[src/design/nodata_neighbor_fill_top_assert.svh]
// ----------------------------------------------------------------------------
// Assertion macros for the nodata neighbor fill block
// Reset-gated implication checks shared by the controller and datapath.
// ----------------------------------------------------------------------------
`ifndef NODATA_NEIGHBOR_FILL_TOP_ASSERT_SVH
`define NODATA_NEIGHBOR_FILL_TOP_ASSERT_SVH

// Consequent must hold in the same cycle as the antecedent.
`define NNF_ASSERT_SAME(label, clk, rst_n, ante, cons, msg) \
    label: assert property (@(posedge clk) disable iff (!rst_n) (ante) |-> (cons)) \
        else $error(msg);

// Consequent must hold in the cycle after the antecedent.
`define NNF_ASSERT_NEXT(label, clk, rst_n, ante, cons, msg) \
    label: assert property (@(posedge clk) disable iff (!rst_n) (ante) |=> (cons)) \
        else $error(msg);

`endif

[src/design/nnf_pkg.sv]
// ----------------------------------------------------------------------------
// nnf_pkg
// Shared constants, types and helpers for the nodata neighbor fill block.
// ----------------------------------------------------------------------------
`timescale 1ns / 1ps
`default_nettype none

package nnf_pkg;

    localparam int MAX_COLS    = 1024;
    localparam int SAMPLE_BITS = 32;
    localparam int COL_W       = $clog2(MAX_COLS);
    localparam int NCOL_W      = 11;              // num_cols register
    localparam int NROW_W      = 16;              // num_rows register
    localparam int SUM_W       = SAMPLE_BITS + 2; // sum of four samples
    localparam int CNT_W       = 3;               // neighbor count 0..4
    localparam int REM_W       = 2;               // remainder below count
    localparam int DIV_BITS    = 2;               // quotient bits per cycle
    localparam int DIV_STEPS   = (SUM_W + DIV_BITS - 1) / DIV_BITS;
    localparam int DIV_W       = DIV_STEPS * DIV_BITS;
    localparam int STEP_W      = $clog2(DIV_STEPS);
    localparam int REG_IDX_W   = 2;
    localparam int CFG_W       = SAMPLE_BITS;

    localparam logic [STEP_W-1:0] STEP_LAST = STEP_W'(DIV_STEPS - 1);

    typedef logic [REG_IDX_W-1:0] t_reg_idx;
    localparam t_reg_idx REG_NODATA   = 2'd0;
    localparam t_reg_idx REG_NUM_COLS = 2'd1;
    localparam t_reg_idx REG_NUM_ROWS = 2'd2;

    localparam logic OP_SAMPLE = 1'b0;
    localparam logic OP_DRAIN  = 1'b1;

    localparam logic signed [SAMPLE_BITS-1:0] NODATA_RESET = -32'sd409596000;
    localparam logic [NCOL_W-1:0] NUM_COLS_RESET = 11'd1024;
    localparam logic [NROW_W-1:0] NUM_ROWS_RESET = 16'd1;

    typedef logic signed [SAMPLE_BITS-1:0] t_sample;
    typedef logic [COL_W-1:0]              t_col;

    // controller -> datapath
    typedef struct packed {
        logic  take;        // beat accepted and acted on
        t_col  rd_addr;
        t_col  wr_addr;
        logic  wr_en;
        logic  cap_center;  // store read of column c is on the RAM outputs
        logic  cap_east;    // store read of column c+1 is on the RAM outputs
        logic  calc;
        logic  div_step;
        logic  out_load;
        logic  drain;
        logic  in_n;
        logic  in_e;
        logic  in_w;
        logic  frame_end;
    } t_cmd;

    // datapath -> controller
    typedef struct packed {
        logic need_div;
        logic out_free;
    } t_stat;

    function automatic logic [COL_W:0] eff_cols(input logic [NCOL_W-1:0] n);
        if (n == '0) return (COL_W + 1)'(1);
        if (32'(n) > MAX_COLS) return (COL_W + 1)'(MAX_COLS);
        return (COL_W + 1)'(n);
    endfunction

    function automatic logic [NROW_W-1:0] eff_rows(input logic [NROW_W-1:0] n);
        return (n == '0) ? NROW_W'(1) : n;
    endfunction

endpackage

`default_nettype wire

[src/design/nnf_ctrl.sv]
// ----------------------------------------------------------------------------
// nnf_ctrl
// Raster position counters and per-beat sequencer for the fill datapath.
// ----------------------------------------------------------------------------
`timescale 1ns / 1ps
`default_nettype none
`include "nodata_neighbor_fill_top_assert.svh"

module nnf_ctrl import nnf_pkg::*; (
    input  wire logic              i_clk,
    input  wire logic              i_rst_n,
    input  wire logic              i_in_valid,
    input  wire logic              i_in_op,
    input  wire logic [NCOL_W-1:0] i_num_cols,
    input  wire logic [NROW_W-1:0] i_num_rows,
    input  wire t_stat             i_stat,
    output logic                   o_in_ready,
    output t_cmd                   o_cmd
);

    typedef enum logic [2:0] {
        ST_IDLE,
        ST_RD_C,
        ST_RD_E,
        ST_WR,
        ST_CALC,
        ST_DIV,
        ST_OUT
    } t_state;

    t_state              r_state;
    t_col                r_col;
    t_col                r_input_col;
    logic [NROW_W-1:0]   r_input_row;
    t_col                r_drain_col;
    logic                r_drain;
    logic                r_emit;
    logic                r_in_n;
    logic                r_in_e;
    logic                r_in_w;
    logic                r_frame_end;
    logic [STEP_W-1:0]   r_step;

    logic [COL_W:0]      nc;
    logic [NROW_W-1:0]   nr;
    logic                in_phase;
    logic                act;
    logic                take;
    t_col                col;
    logic [COL_W:0]      col_next;
    logic                last;

    always_comb begin
        nc       = eff_cols(i_num_cols);
        nr       = eff_rows(i_num_rows);
        in_phase = r_input_row < nr;
        act      = in_phase ? (i_in_op == OP_SAMPLE) : (i_in_op == OP_DRAIN);
        take     = (r_state == ST_IDLE) && i_in_valid && act;
        col      = in_phase ? r_input_col : r_drain_col;
        col_next = {1'b0, col} + (COL_W + 1)'(1);
        last     = col_next >= nc;
    end

    always_ff @(posedge i_clk) begin
        if (!i_rst_n) begin
            r_state     <= ST_IDLE;
            r_input_col <= '0;
            r_input_row <= '0;
            r_drain_col <= '0;
            r_step      <= '0;
            r_col       <= '0;
            r_drain     <= 1'b0;
            r_emit      <= 1'b0;
            r_in_n      <= 1'b0;
            r_in_e      <= 1'b0;
            r_in_w      <= 1'b0;
            r_frame_end <= 1'b0;
        end else begin
            unique case (r_state)
                ST_IDLE: begin
                    if (take) begin
                        r_col       <= col;
                        r_drain     <= !in_phase;
                        r_emit      <= !in_phase || (r_input_row != '0);
                        r_in_n      <= in_phase ? (r_input_row > NROW_W'(1))
                                                : (nr > NROW_W'(1));
                        r_in_e      <= !last;
                        r_in_w      <= col != '0;
                        r_frame_end <= !in_phase && last;
                        if (in_phase) begin
                            if (last) begin
                                r_input_col <= '0;
                                r_input_row <= r_input_row + NROW_W'(1);
                            end else begin
                                r_input_col <= col_next[COL_W-1:0];
                            end
                        end else begin
                            if (last) begin
                                r_input_col <= '0;
                                r_input_row <= '0;
                                r_drain_col <= '0;
                            end else begin
                                r_drain_col <= col_next[COL_W-1:0];
                            end
                        end
                        r_state <= ST_RD_C;
                    end
                end
                ST_RD_C: begin
                    r_state <= ST_RD_E;
                end
                ST_RD_E: begin
                    r_state <= ST_WR;
                end
                ST_WR: begin
                    r_state <= r_emit ? ST_CALC : ST_IDLE;
                end
                ST_CALC: begin
                    r_step  <= '0;
                    r_state <= i_stat.need_div ? ST_DIV : ST_OUT;
                end
                ST_DIV: begin
                    r_step <= r_step + STEP_W'(1);
                    if (r_step == STEP_LAST) begin
                        r_state <= ST_OUT;
                    end
                end
                ST_OUT: begin
                    if (i_stat.out_free) begin
                        r_state <= ST_IDLE;
                    end
                end
                default: begin
                    r_state <= ST_IDLE;
                end
            endcase
        end
    end

    always_comb begin
        o_in_ready       = r_state == ST_IDLE;
        o_cmd.take       = take;
        o_cmd.rd_addr    = (r_state == ST_RD_E) ? (r_col + COL_W'(1)) : r_col;
        o_cmd.wr_addr    = r_col;
        o_cmd.wr_en      = (r_state == ST_WR) && !r_drain;
        o_cmd.cap_center = r_state == ST_RD_E;
        o_cmd.cap_east   = r_state == ST_WR;
        o_cmd.calc       = r_state == ST_CALC;
        o_cmd.div_step   = r_state == ST_DIV;
        o_cmd.out_load   = (r_state == ST_OUT) && i_stat.out_free;
        o_cmd.drain      = r_drain;
        o_cmd.in_n       = r_in_n;
        o_cmd.in_e       = r_in_e;
        o_cmd.in_w       = r_in_w;
        o_cmd.frame_end  = r_frame_end;
    end

    `NNF_ASSERT_SAME(a_no_store_write_in_drain, i_clk, i_rst_n, o_cmd.wr_en, !r_drain, "row store written during drain")
    `NNF_ASSERT_NEXT(a_div_ends_in_out, i_clk, i_rst_n, (r_state == ST_DIV) && (r_step == STEP_LAST), r_state == ST_OUT, "divider overran its step count")

endmodule

`default_nettype wire

[config.mk]
export PLATFORM = sky130hd
export DESIGN_NAME = nnf_ctrl
export DESIGN_NICKNAME = d
export VERILOG_FILES = /design/src/design/nnf_pkg.sv /design/src/design/nnf_ctrl.sv
export VERILOG_INCLUDE_DIRS = /design/src /design/src/design
export SDC_FILE = /design/constraint.sdc
export NUM_CORES = 1
export LEC_CHECK = 0
export ABC_AREA = 1
export BUFFER_PORTS_ARGS = -buffer_cell sky130_fd_sc_hd__buf_2
export CAP_MARGIN = 10
export CORE_MARGIN = 2
export CORE_UTILIZATION = 35
export DETAILED_ROUTE_END_ITERATION = 8
export PLACE_DENSITY = 0.62
export SYNTH_ARGS = -nofsm -noshare
export SYNTH_HDL_FRONTEND = slang
export SYNTH_SLANG_ARGS = --single-unit
export TNS_END_PERCENT = 30
[constraint.sdc]
create_clock -name i_clk -period 6.1 [get_ports i_clk]
set_clock_uncertainty 0.1 [all_clocks]
set_input_delay 0 -clock i_clk [delete_from_list [all_inputs] [get_ports i_clk]]
set_output_delay 0 -clock i_clk [all_outputs]
set_load 0.05 [all_outputs]
### Word level (Yosys, flattened, before mapping)

Index checks and enable logic that the tools add are counted.

| operators by class | value |
|---|---|
| add/sub/neg operators | 4 |
| magnitude comparators | 5 |
| eq/ne operators | 10 |
| mux-type cells | 25 |
| bitwise operators | 2 |
| reduce and logical (&&, ||, !) cells | 21 |

Operators by type and width:

| operator | count |
|---|---|
| $mux W16 | 4 |
| $mux W10 | 5 |
| $mux W11 | 4 |
| $gt A16 B1 Y1 const B | 2 |
| $pmux W3 S7 | 1 |
| $add A16 B1 Y16 const B | 1 |
| $logic_not A16 Y1 | 1 |
| $lt A16 B16 Y1 | 1 |
| $reduce_bool A16 Y1 | 1 |
| $mux W3 | 4 |
| $reduce_and A3 Y1 | 4 |
| $add A10 B1 Y11 const B | 1 |
| $ge A11 B11 Y1 | 1 |
| $gt A11 B11 Y1 const B | 1 |
| $logic_not A11 Y1 | 1 |
| $add A10 B1 Y10 const B | 1 |
| $pmux W5 S2 | 1 |
| $reduce_bool A10 Y1 | 1 |
| $eq A3 B3 Y1 const B | 3 |
| $eq A3 B2 Y1 const B | 2 |
| $add A5 B1 Y5 const B | 1 |
| $eq A5 B5 Y1 const B | 1 |
| $logic_and A1 B1 Y1 | 5 |
| $mux W1 | 5 |
| other kinds (10) | 15 |

| word-level totals | value |
|---|---|
| register bits after elaboration | 60 |
| logic and storage cells | 79 |

### Longest topological paths before layout

Gate-level depths: netlist (run 1).

| logic depth | value |
|---|---|
| word-level depth | 8 |
| depth in mapped cells | 34 |
| gate-level depth less buffers | 34 |

### Worst setup path before layout (run 1)

OpenSTA, ideal clock, no wires.

| path | value |
|---|---|
| path kind | register to register |
| from | register r_input_row[11] |
| to | register r_input_row[4] |
| setup time | 78 ps |
| arrival | 4,083 ps |
| data required time | 5,922 ps |
| slack | 1,840 ps |
| stages on the path, launching flop included | 26 |
| path buffers | 2 |
| period minus slack after synthesis | 4,260 ps |
| cell sequence | dfxtp_1 -> ha_1 -> a21oi_2 -> o21ai_1 -> nand3_1 -> a21oi_2 -> nor3b_4 -> a21boi_4 -> buf_8 -> nand2_2 -> nand2_4 -> nand2_4 -> nor2_4 -> inv_1 -> and2_4 -> ha_1 -> a21oi_1 -> o21ai_0 -> nand2_1 -> o2111ai_1 -> a31oi_2 -> inv_1 -> nand2_1 -> buf_2 -> nor2_1 -> nor3_1 |

| on the way | value |
|---|---|
| cells in the longest elaborated chain, start to end | 5 |

RTL lines:

| item | RTL line | RTL |
|---|---|---|
| from (decl) | nnf_ctrl.sv:34 | `logic [NROW_W-1:0] r_input_row;` |
| from (signal assigned) | nnf_ctrl.sv:93 | `r_input_row <= r_input_row + NROW_W'(1);` |
| $lt A16 B16 Y1 (*) | nnf_ctrl.sv:56 | `in_phase = r_input_row < nr;` |
| $mux W10 | nnf_ctrl.sv:59 | `col = in_phase ? r_input_col : r_drain_col;` |
| $add A10 B1 Y11 | nnf_ctrl.sv:60 | `col_next = {1'b0, col} + (COL_W + 1)'(1);` |
| $ge A11 B11 Y1 | nnf_ctrl.sv:61 | `last = col_next >= nc;` |
| $reduce_and A3 Y1 (no source line) | - |  |

Mark *: on every way between the ends. The rest lies on a longest branch, timed or not.
A chain may end at the register's enable or synchronous reset.

### Worst setup path in the final report (run 1)

| path | value |
|---|---|
| from | register r_input_row[11] |
| to | register r_input_row[4] |

| on the way | value |
|---|---|
| cells in the longest elaborated chain, start to end | 5 |

RTL lines:

| item | RTL line | RTL |
|---|---|---|
| $lt A16 B16 Y1 | nnf_ctrl.sv:56 |  |
| $mux W10 | nnf_ctrl.sv:59 |  |
| named net col[0] | nnf_ctrl.sv:49 | `t_col col;` |
| $add A10 B1 Y11 | nnf_ctrl.sv:60 |  |
| $ge A11 B11 Y1 | nnf_ctrl.sv:61 |  |
| $reduce_and A3 Y1 (no source line) | - |  |

The timed path passes the listed nets, and every way through them passes these cells.

==> out/summary.txt, run 1 <==
Gpl congestion: 0.934
Hold Path End: r_state[0]
CP Launch Type: flop
Max IR drop VDD: 135 µV
Worst setup EP type: flop
Max_cap viols: 0
Starting DRT DRC Count: 233
Worst path bufs/invs: 1
Final non-filler cell area: 0.00504 mm²
Req. time, crit path: 6220 ps
First-pass DRT Iterations: 5
Comb power frac: 0.311
CP Class: flop to flop
Hold Fails Final Rpt: 0
Fmax: 187 MHz
Total power: 1.39 mW
Chip height: 116 µm
Vias in the first global route: 3,889
Worst slew pin tran: 815 ps
Clk slew on worst S/H paths: 60 ps
Drt drc: 0
Routed via count: 4,217
Post-layout min period: 5340 ps
Leading area contributor after synthesis: dfxtp_1
RSZ-0062 raised after global routing: false
Initial Util: 0.361
Syn nets: 682
Largest net degree at the start of global routing: 29
Hold_ws: 67.8 ps
First-pass GRT wire length: 18,100 µm
GR Overflow Total: 0
Ant diodes: 0
Net Sw Frac: 0.391
Post-Syn Area: 0.00436 mm²
Worst skew pair latency: 330 ps
Critical-path maximum fanout: 17
Clock Tree Root: clkbuf_16
Area contributors post-synth: dfxtp_1 28%, nand2_1 11%, ha_1 9.8%
Sequential power share: 0.323
Avg Cell Area, Syn: 7.08 µm²
Max H-tree Level: 3
Post-layout nets: 739
Clock buffer depth: 2
Worst path most repeated cell: nand2_1
FP Rows: 40
Tcrit/Tclk final: 0.875
Outcome: finished, final reports clean
Min-delay src: i_stat[1]
Ys Warns: 0
Drt total wl: 10,700 µm
Power per Cell Area: 275 mW/mm²
Initial antenna violation count: 0
Worst reg2reg setup slack: 760 ps
Die area: 0.0134 mm²
Chip width: 116 µm
Worst path slowest cell: a31oi_2
Synth top area share: 0.276
Min-Delay Path Class: input pin to flop
Int Pwr: 845 µW
Largest delay share family, worst path: simple AND/OR/NAND/NOR gates
Max stage delay on crit path: 570 ps
Setup TNS: 0 ps
Reg2reg path depth: 24
Antenna-violating nets left: 0
Post-Syn Instances: 615
Number of CTS-inserted buffers: 9
Port bufs: 65
Leakage: 2.26 nW
Final setup fails: 0
Synth cell types: 49
CP arrival: 5450 ps
#FFs+latches synth: 60
R2R Path End: r_input_row[4]
Core area: 0.0121 mm²
Ports: 66
CTS tree: yes
Detailed placement HPWL: 8230 µm
Layout cells sized above 1: 0.204
Clk pwr share: 0.366
Max-slew violation count: 0
Relative slew slack: 0.453
Crit path from: r_input_row[11]
Hold Path Stages: 5
Post-CTS Resized: 0
TritonCTS Sinks: 60
DR vias/cell: 4.99
Synthesis-to-layout area growth: 15.8%
# Post-CTS Setup Buffers: 0
P_sw: 543 µW
Seq/Total Area, Yosys: 0.276
WL/cell: 12.7 µm
Reg-to-reg critical path startpoint: r_input_row[11]
Total track usage: 0.169
Placement-stage cell area: 0.00473 mm²
Cell Chain, Critical Path: ha_1, nand2_1, nor3_1, nand2_2, nand2_4, nand2_1, nand2_2, ha_1, nand2_1, nor2_4, nand2_1, nand2_1, nand2_2, ha_1, a21oi_1, o21ai_0, nand2_1, o2111ai_1, a31oi_2, inv_1, nand2_1, nor2_1, a21oi_1, nor3_1
[worst max-delay path by stage]
stage | endpoint | slack, ps | depth (start not counted)
after floorplan | r_input_row[4] | 1840 | 25
after global placement | r_input_row[4] | 1050 | 24
after detailed placement | r_input_row[4] | 830 | 24
after CTS | r_input_row[4] | 790 | 24
after global routing | r_input_row[2] | 310 | 23
final | r_input_row[4] | 760 | 24
[tightest hold or removal path, cell delays in order]
cell and delay, ps:
buf_2 80, o21ai_0 120, a21oi_1 140, o211ai_1 90
inv_1 50
[stage by stage]
stage	utilization	std cells	worst slack [ps]
5_1_grt	0.418	845	310
4_1_cts	0.418	845	793
3_5_place_dp	0.392	828	829
2_1_floorplan	-	615	1840
3_3_place_gp	0.392	828	1050
6_report	0.418	845	765
[power by group through the flow]
stage	clock network [mW]	registers, mW	logic (mW)
finish	0.509	0.448	0.432
global route	0.533	0.454	0.476
CTS	0.517	0.448	0.435
detailed placement	0	0.456	0.433
global placement	0	0.455	0.431
floorplan	0	0.491	0.308
[kinds of logic after synthesis]
logic type                 count (synthesis)  share of synthesized area
xor gates and xnor gates                  17                     0.0342
DFF                                       60                      0.276
AOI/OAI and AO/OA                        111                      0.149
buffers and inverters                     95                      0.102
and+or+nand+nor                          298                      0.342
adders and majority gates                 34                     0.0977
[placed cells by master, fill, tap and decap left out, drive strengths merged]
| cell type | Yosys | layout |
|---|---|---|
| nand3 | 35 | 35 |
| clkinvlp | 0 | 2 |
| nor3b | 3 | 3 |
| nor4 | 9 | 9 |
| nor3 | 19 | 19 |
| o2111ai | 1 | 1 |
| a21oi | 60 | 60 |
| o21ai | 31 | 31 |
| o21bai | 1 | 1 |
| clkinv | 1 | 4 |
| dlygate4sd3 | 0 | 1 |
| dfxtp | 60 | 60 |
| nor2 | 60 | 60 |
| o221ai | 1 | 1 |
| nand2 | 153 | 153 |
| and2 | 5 | 5 |
| a31oi | 4 | 4 |
| a211oi | 6 | 6 |
| a21boi | 2 | 2 |
| or3 | 1 | 1 |
| nand4 | 9 | 9 |
| o21a | 2 | 2 |
| clkbuf | 5 | 9 |
| ha | 34 | 34 |
| xnor2 | 3 | 3 |
| o211ai | 2 | 2 |
| o221a | 1 | 1 |
| xor2 | 14 | 14 |
| or2 | 2 | 2 |
| inv | 73 | 74 |
| and3 | 2 | 2 |
| buf | 16 | 66 |
| bufinv | 0 | 1 |
[timing repair]
item                                   4_1_cts  5_1_grt
endpoints found under the hold margin        2        0
hold buffers                                 1        0
setup endpoints to repair                    0        0
[per-layer routing]
layer / track usage / vias up / share of wire
li1: - / 2156 / -
met1: 0.222 / 1904 / 0.48
met2: 0.276 / 139 / 0.45
met3: 0.0298 / 18 / 0.053
met4: 0.0651 / 0 / 0.017
met5: 0 / - / 0
[sequential cells by signal, summed over array words and instances (netlist names)]
signal       cells
r_in_w           1
r_step           5
r_input_row     16
r_col           10
r_in_e           1
r_drain_col     10
r_drain          1
r_in_n           1
r_emit           1
r_state          3
r_frame_end      1
r_input_col     10
[synthesized netlist by cell type, drive strengths merged]
master / number
nand3: 35
and2: 5
a21boi: 2
clkbuf: 5
ha: 34
o21ai: 31
nor3: 19
xor2: 14
a211oi: 6
o221ai: 1
o211ai: 2
nor3b: 3
xnor2: 3
nand4: 9
nand2: 153
buf: 16
nor4: 9
nor2: 60
or2: 2
a21oi: 60
dfxtp: 60
and3: 2
o221a: 1
inv: 73
or3: 1
o21a: 2
o21bai: 1
o2111ai: 1
clkinv: 1
a31oi: 4
[final cells by class]
| cell class | count | area (µm²) |
|---|---|---|
| multi-input combinational | 460 | 2710 |
| timing repair buffer | 67 | 343 |
| clock buffer | 9 | 225 |
| sequential | 60 | 1200 |
| fill | 1227 | 7020 |
| tap | 168 | 210 |
| clock inverter | 7 | 76.3 |
| inverter | 74 | 278 |
Power figures use the tool's default switching activity.
==> inputs of run 2 (changes only) <==
--- a/config.mk
+++ b/config.mk
@@ -13,6 +13,7 @@
 export CORE_UTILIZATION = 35
 export DETAILED_ROUTE_END_ITERATION = 8
 export PLACE_DENSITY = 0.62
+export RECOVER_POWER = 25
 export SYNTH_ARGS = -nofsm -noshare
 export SYNTH_HDL_FRONTEND = slang
 export SYNTH_SLANG_ARGS = --single-unit
==> run 2 against run 1 <==
  * Critical path type unchanged
  * Die area is the same
  * Global-route usage is the same
  * Count of clock-buffer cells in the layout is the same
  * Register-to-register slack is essentially flat
  * Sequential share of layout area grew 0.13 points
  * Combinational power shrank 1%
  * Core utilization shrank 0.23 points
  * Sequential cell count is the same
  * Largest power group unchanged
==> out/summary.txt, run 2 (same netlist as run 1, synthesis figures left out) <==
Placed insts: 828
Setup crit end: r_input_row[4]
Vias in the first global route: 3,889
Worst setup EP type: flop
Hold Fails Final Rpt: 0
First-pass DRT Iterations: 5
Most common cell after layout, fill and taps aside: nand2_1
Max IR drop VDD: 135 µV
GR Overflow Total: 0
Die area: 0.0134 mm²
Number of fill cells: 1,239
Post-layout nets: 739
CTS tree: yes
Power per Cell Area: 276 mW/mm²
Chip height: 116 µm
Number of CTS-inserted buffers: 9
Worst reg2reg setup slack: 750 ps
Worst path most repeated cell: nand2_1
Crit path from: r_input_row[11]
Relative slew slack: 0.116
Clock buffer depth: 2
Worst path depth: 24
Setup TNS: 0 ps
Port bufs: 65
# Post-CTS Setup Buffers: 0
Fmax: 187 MHz
Largest net degree at the start of global routing: 29
Most used routing layer: met2
Max reg flops: 16
Ports: 66
Met2 Track Usage GR: 0.276
Reg-to-reg critical path startpoint: r_input_row[11]
Tcrit/Tclk final: 0.876
CP Class: flop to flop
Worst slew pin tran: 1330 ps
Gpl congestion: 0.934
Chip width: 116 µm
CP Launch Type: flop
Layout cells sized above 1: 0.171
Detailed placement HPWL: 8230 µm
Cell Chain, Critical Path: ha_1, nand2_1, nor3_1, nand2_2, nand2_4, nand2_1, nand2_2, ha_1, nand2_1, nor2_4, nand2_1, nand2_1, nand2_2, ha_1, a21oi_1, o21ai_0, nand2_1, o2111ai_1, a31oi_2, inv_1, nand2_1, nor2_1, a21oi_1, nor3_1
CP arrival: 5460 ps
Largest delay share family, worst path: simple AND/OR/NAND/NOR gates
Critical-path maximum fanout: 17
Max-slew violation count: 0
Non-filler cells in the finished layout: 845
Drt drc: 0
Clock Tree Root: clkbuf_16
Worst path slowest cell: a31oi_2
TritonCTS Sinks: 60
Initial Util: 0.361
GR Util met1: 0.222
Ant diodes: 0
Leakage: 2.17 nW
Synthesis-to-layout area growth: 15.2%
Clk slew on worst S/H paths: 60 ps
RSZ-0062 raised after global routing: false
WL/cell: 12.7 µm
Worst skew pair latency: 330 ps
Routed via count: 4,191
Met3 usage: 0.0298
Outcome: finished, final reports clean
Max_cap viols: 0
FP Rows: 40
Antenna-violating nets left: 0
R2R Path End: r_input_row[4]
Req. time, crit path: 6210 ps
Reg2reg path depth: 24
Core area: 0.0121 mm²
Highest-count cells in the layout ignoring fill and taps: 124 x nand2_1, 72 x inv_1, 60 x dfxtp_1, 56 x a21oi_1, 53 x nor2_1
Initial antenna violation count: 0
Max stage delay on crit path: 570 ps
Min-Delay Path Class: input pin to flop
Total track usage: 0.169
Drt total wl: 10,800 µm
Final setup fails: 0
Largest Register: r_input_row
Max H-tree Level: 3
Worst path bufs/invs: 1
First-pass GRT wire length: 18,100 µm
Post-layout min period: 5350 ps
DR vias/cell: 4.96
Starting DRT DRC Count: 234
-- run 2: cell count changes in the layout (fill, tap and decap cells not counted), sizes merged --
cell and change:
buf -22, clkbuf +22
-- run 2: what timing repair did --
item	4_1_cts	5_1_grt
hold endpoints to repair	2	0
hold buffers	1	0
gates resized for setup	0	0
-- run 2: worst min-delay path: stages --
cell      delay, ps
buf_2            80
o21ai_0         120
a21oi_1         140
o211ai_1         90
inv_1            50
-- run 2: where the power goes --
| part | internal, mW | switching [mW] |
|---|---|---|
| Sequential | 0.420 | 0.0283 |
| Combinational | 0.101 | 0.325 |
| Clock | 0.318 | 0.192 |
| Total | 0.838 | 0.545 |
-- run 2: layout make-up --
class                           instances  area (µm²)  share of cell area
Sequential cell                        60        1200               0.239
Inverter                               74         278              0.0554
Multi-Input combinational cell        460        2710               0.540
Clock buffer                            9         225              0.0449
Clock inverter                          7        76.3              0.0152
Tap cell                              168         210              0.0419
Timing Repair Buffer                   67         315              0.0628
-- run 2: how the worst min path moves through the flow --
stage                         start         end  slack (ps)  cells after the start
after floorplan           i_stat[0]  r_state[1]         170                      3
after global placement    i_stat[0]  r_state[1]         300                      4
after detailed placement  i_stat[0]  r_state[1]         300                      4
after CTS                 i_stat[1]  r_state[0]          50                      5
after global routing        i_in_op    r_col[0]         160                      4
final                     i_stat[1]  r_state[0]          70                      5
-- run 2: stage by stage --
step	setup slack, ps	instance area, µm²	util	total power [mW]	hold slack [ps]
2_1_floorplan	1840	4360	-	0.800	171
3_3_place_gp	1050	4730	0.392	0.886	298
3_5_place_dp	829	4730	0.392	0.889	302
4_1_cts	793	5040	0.418	1.40	50.6
5_1_grt	305	5020	0.416	1.46	161
6_report	754	5020	0.416	1.38	67.1
-- run 2: metal layers --
layer  vias to the layer above  routed length, µm  share of wire
li1                       2156                  -              -
met1                      1888               5170           0.48
met2                       131               4840           0.45
met3                        16                567          0.053
met4                         0                189          0.018
met5                         -                  0              0
==> inputs of run 3 (changes only) <==
--- a/config.mk
+++ b/config.mk
@@ -13,7 +13,7 @@
 export CORE_UTILIZATION = 35
 export DETAILED_ROUTE_END_ITERATION = 8
 export PLACE_DENSITY = 0.62
-export RECOVER_POWER = 25
+export RECOVER_POWER = 100
 export SYNTH_ARGS = -nofsm -noshare
 export SYNTH_HDL_FRONTEND = slang
 export SYNTH_SLANG_ARGS = --single-unit
==> run 3 against run 2 <==
  * The run now ends with capacitance limit, slew limit left
  * Cell area shrank 2.6%
  * Die area did not move
  * Combinational power shrank 5.9%
  * Critical path depth unchanged
  * Cell count stayed put
  * Setup slack lost 55 ps
  * Power fell by 1.8%
  * First-iteration DRC count up 6.0%
  * Register-to-register slack worse by 60 ps
  * Largest cell class unchanged
==> out/summary.txt, run 3 (same netlist as run 1, synthesis figures left out) <==
Highest-count cells in the layout ignoring fill and taps: 131 x nand2_1, 72 x inv_1, 60 x dfxtp_1, 59 x a21oi_1, 55 x nor2_1
Synthesis-to-layout area growth: 12.2%
Fmax: 185 MHz
CTS tree: yes
Largest net degree at the start of global routing: 29
Tcrit/Tclk final: 0.885
Max-slew violation count: 16
Worst skew pair latency: 330 ps
Post-layout min period: 5400 ps
Drt drc: 0
First-pass GRT wire length: 18,100 µm
Req. time, crit path: 6280 ps
FP Rows: 40
Final setup fails: 0
Vias in the first global route: 3,889
Gpl congestion: 0.934
CP Class: flop to flop
Worst path most repeated cell: nand2_1
Leakage: 2.08 nW
Worst path slowest cell: a31oi_2
CP Launch Type: flop
Ports: 66
Max IR drop VDD: 135 µV
RSZ-0062 raised after global routing: false
TritonCTS Sinks: 60
Initial antenna violation count: 0
Total power: 1.36 mW
Starting DRT DRC Count: 248
Max H-tree Level: 3
Number of CTS-inserted buffers: 9
Hold Fails Final Rpt: 0
Setup TNS: 0 ps
Max_cap viols: 1
Initial Util: 0.361
Layout cells sized above 1: 0.130
Most common cell after layout, fill and taps aside: nand2_1
Antenna-violating nets left: 0
Port bufs: 65
Largest Register: r_input_row
Chip height: 116 µm
Failing checks: capacitance limit, slew limit
Detailed placement HPWL: 8230 µm
Worst setup EP type: flop
Largest delay share family, worst path: simple AND/OR/NAND/NOR gates
DR vias/cell: 4.96
Drt total wl: 10,800 µm
Chip width: 116 µm
GR Overflow Total: 0
Worst slew pin tran: 1580 ps
Max stage delay on crit path: 460 ps
Outcome: finished, violations left
Power per Cell Area: 278 mW/mm²
CP arrival: 5580 ps
Core area: 0.0121 mm²
Max reg flops: 16
Clk slew on worst S/H paths: 60 ps
Ant diodes: 0
Post-layout nets: 739
Relative slew slack: -0.0632
Clock Tree Root: clkbuf_16
First-pass DRT Iterations: 6
Min-Delay Path Class: input pin to flop
WL/cell: 12.7 µm
Cell Chain, Critical Path: ha_1, nand4_1, nor3_1, nand2_1, nand2_4, nand2_1, nand2_1, ha_1, nand2_1, nor2_4, nand2_1, nand2_1, nand2_1, ha_1, a21oi_1, o21ai_0, nand2_1, o2111ai_1, a31oi_2, inv_1, nand2_1, nand2_1, a21oi_1, o21a_1
Die area: 0.0134 mm²
# Post-CTS Setup Buffers: 0
Worst path bufs/invs: 1
Total track usage: 0.169
Critical-path maximum fanout: 17
Routed via count: 4,187
Clock buffer depth: 2
[run 3: cell count changes in the layout (fill, tap and decap cells not counted), sizes merged]
cell / delta
clkbuf: +13
buf: -13
[run 3: layout make-up]
type,count,area (µm²)
inverters,74,278
flip-flops and latches,60,1200
fillers,1265,7180
well taps,168,210
repair buffers,67,297
multi-input cells,460,2600
clock buffers,9,225
clock inverters,7,76.3
[run 3: path summary, 6_finish.rpt]
kind                                      start              to  slack [ps]  cells after the start
worst min register to register   r_drain_col[2]  r_drain_col[2]         370                      2
worst max-delay path            r_input_row[13]  r_input_row[5]         700                     24
worst min-delay path                  i_stat[1]      r_state[0]          70                      5
worst max register to register  r_input_row[13]  r_input_row[5]         700                     24
[run 3: worst min-delay path, delay by kind of cell]
kind,cells,cell delay [ps]
AO/OA/AOI/OAI,3,350
buffers and inverters,2,130
[run 3: report_power, final]
group,switching [mW],internal (mW),leakage [nW],total [mW]
combinational,0.314,0.0876,1.45,0.401
clock,0.191,0.318,0.142,0.509
sequential,0.0282,0.420,0.485,0.448
[run 3: what timing repair did]
item | 4_1_cts | 5_1_grt
endpoints found under the setup margin | 0 | 0
hold buffers | 1 | 0
resized for setup | 0 | 0
endpoints found under the hold margin | 2 | 0
[run 3: metrics by stage]
step,instance area (µm²),hold slack [ps],utilization,setup slack (ps),cells
after global routing,4890,166,0.405,203,845
after CTS,5040,50.6,0.418,793,845
final,4890,67.1,0.405,699,845
after global placement,4730,298,0.392,1050,828
after detailed placement,4730,302,0.392,829,828
after floorplan,4360,171,-,1840,615
[run 3: layer usage]
layer	wire length [µm]	part of all wire	up-vias	GRT usage
li1	-	-	2155	-
met2	4820	0.45	127	0.276
met4	165	0.015	0	0.0651
met3	560	0.052	14	0.0298
met1	5230	0.49	1891	0.222
met5	0	0	-	0
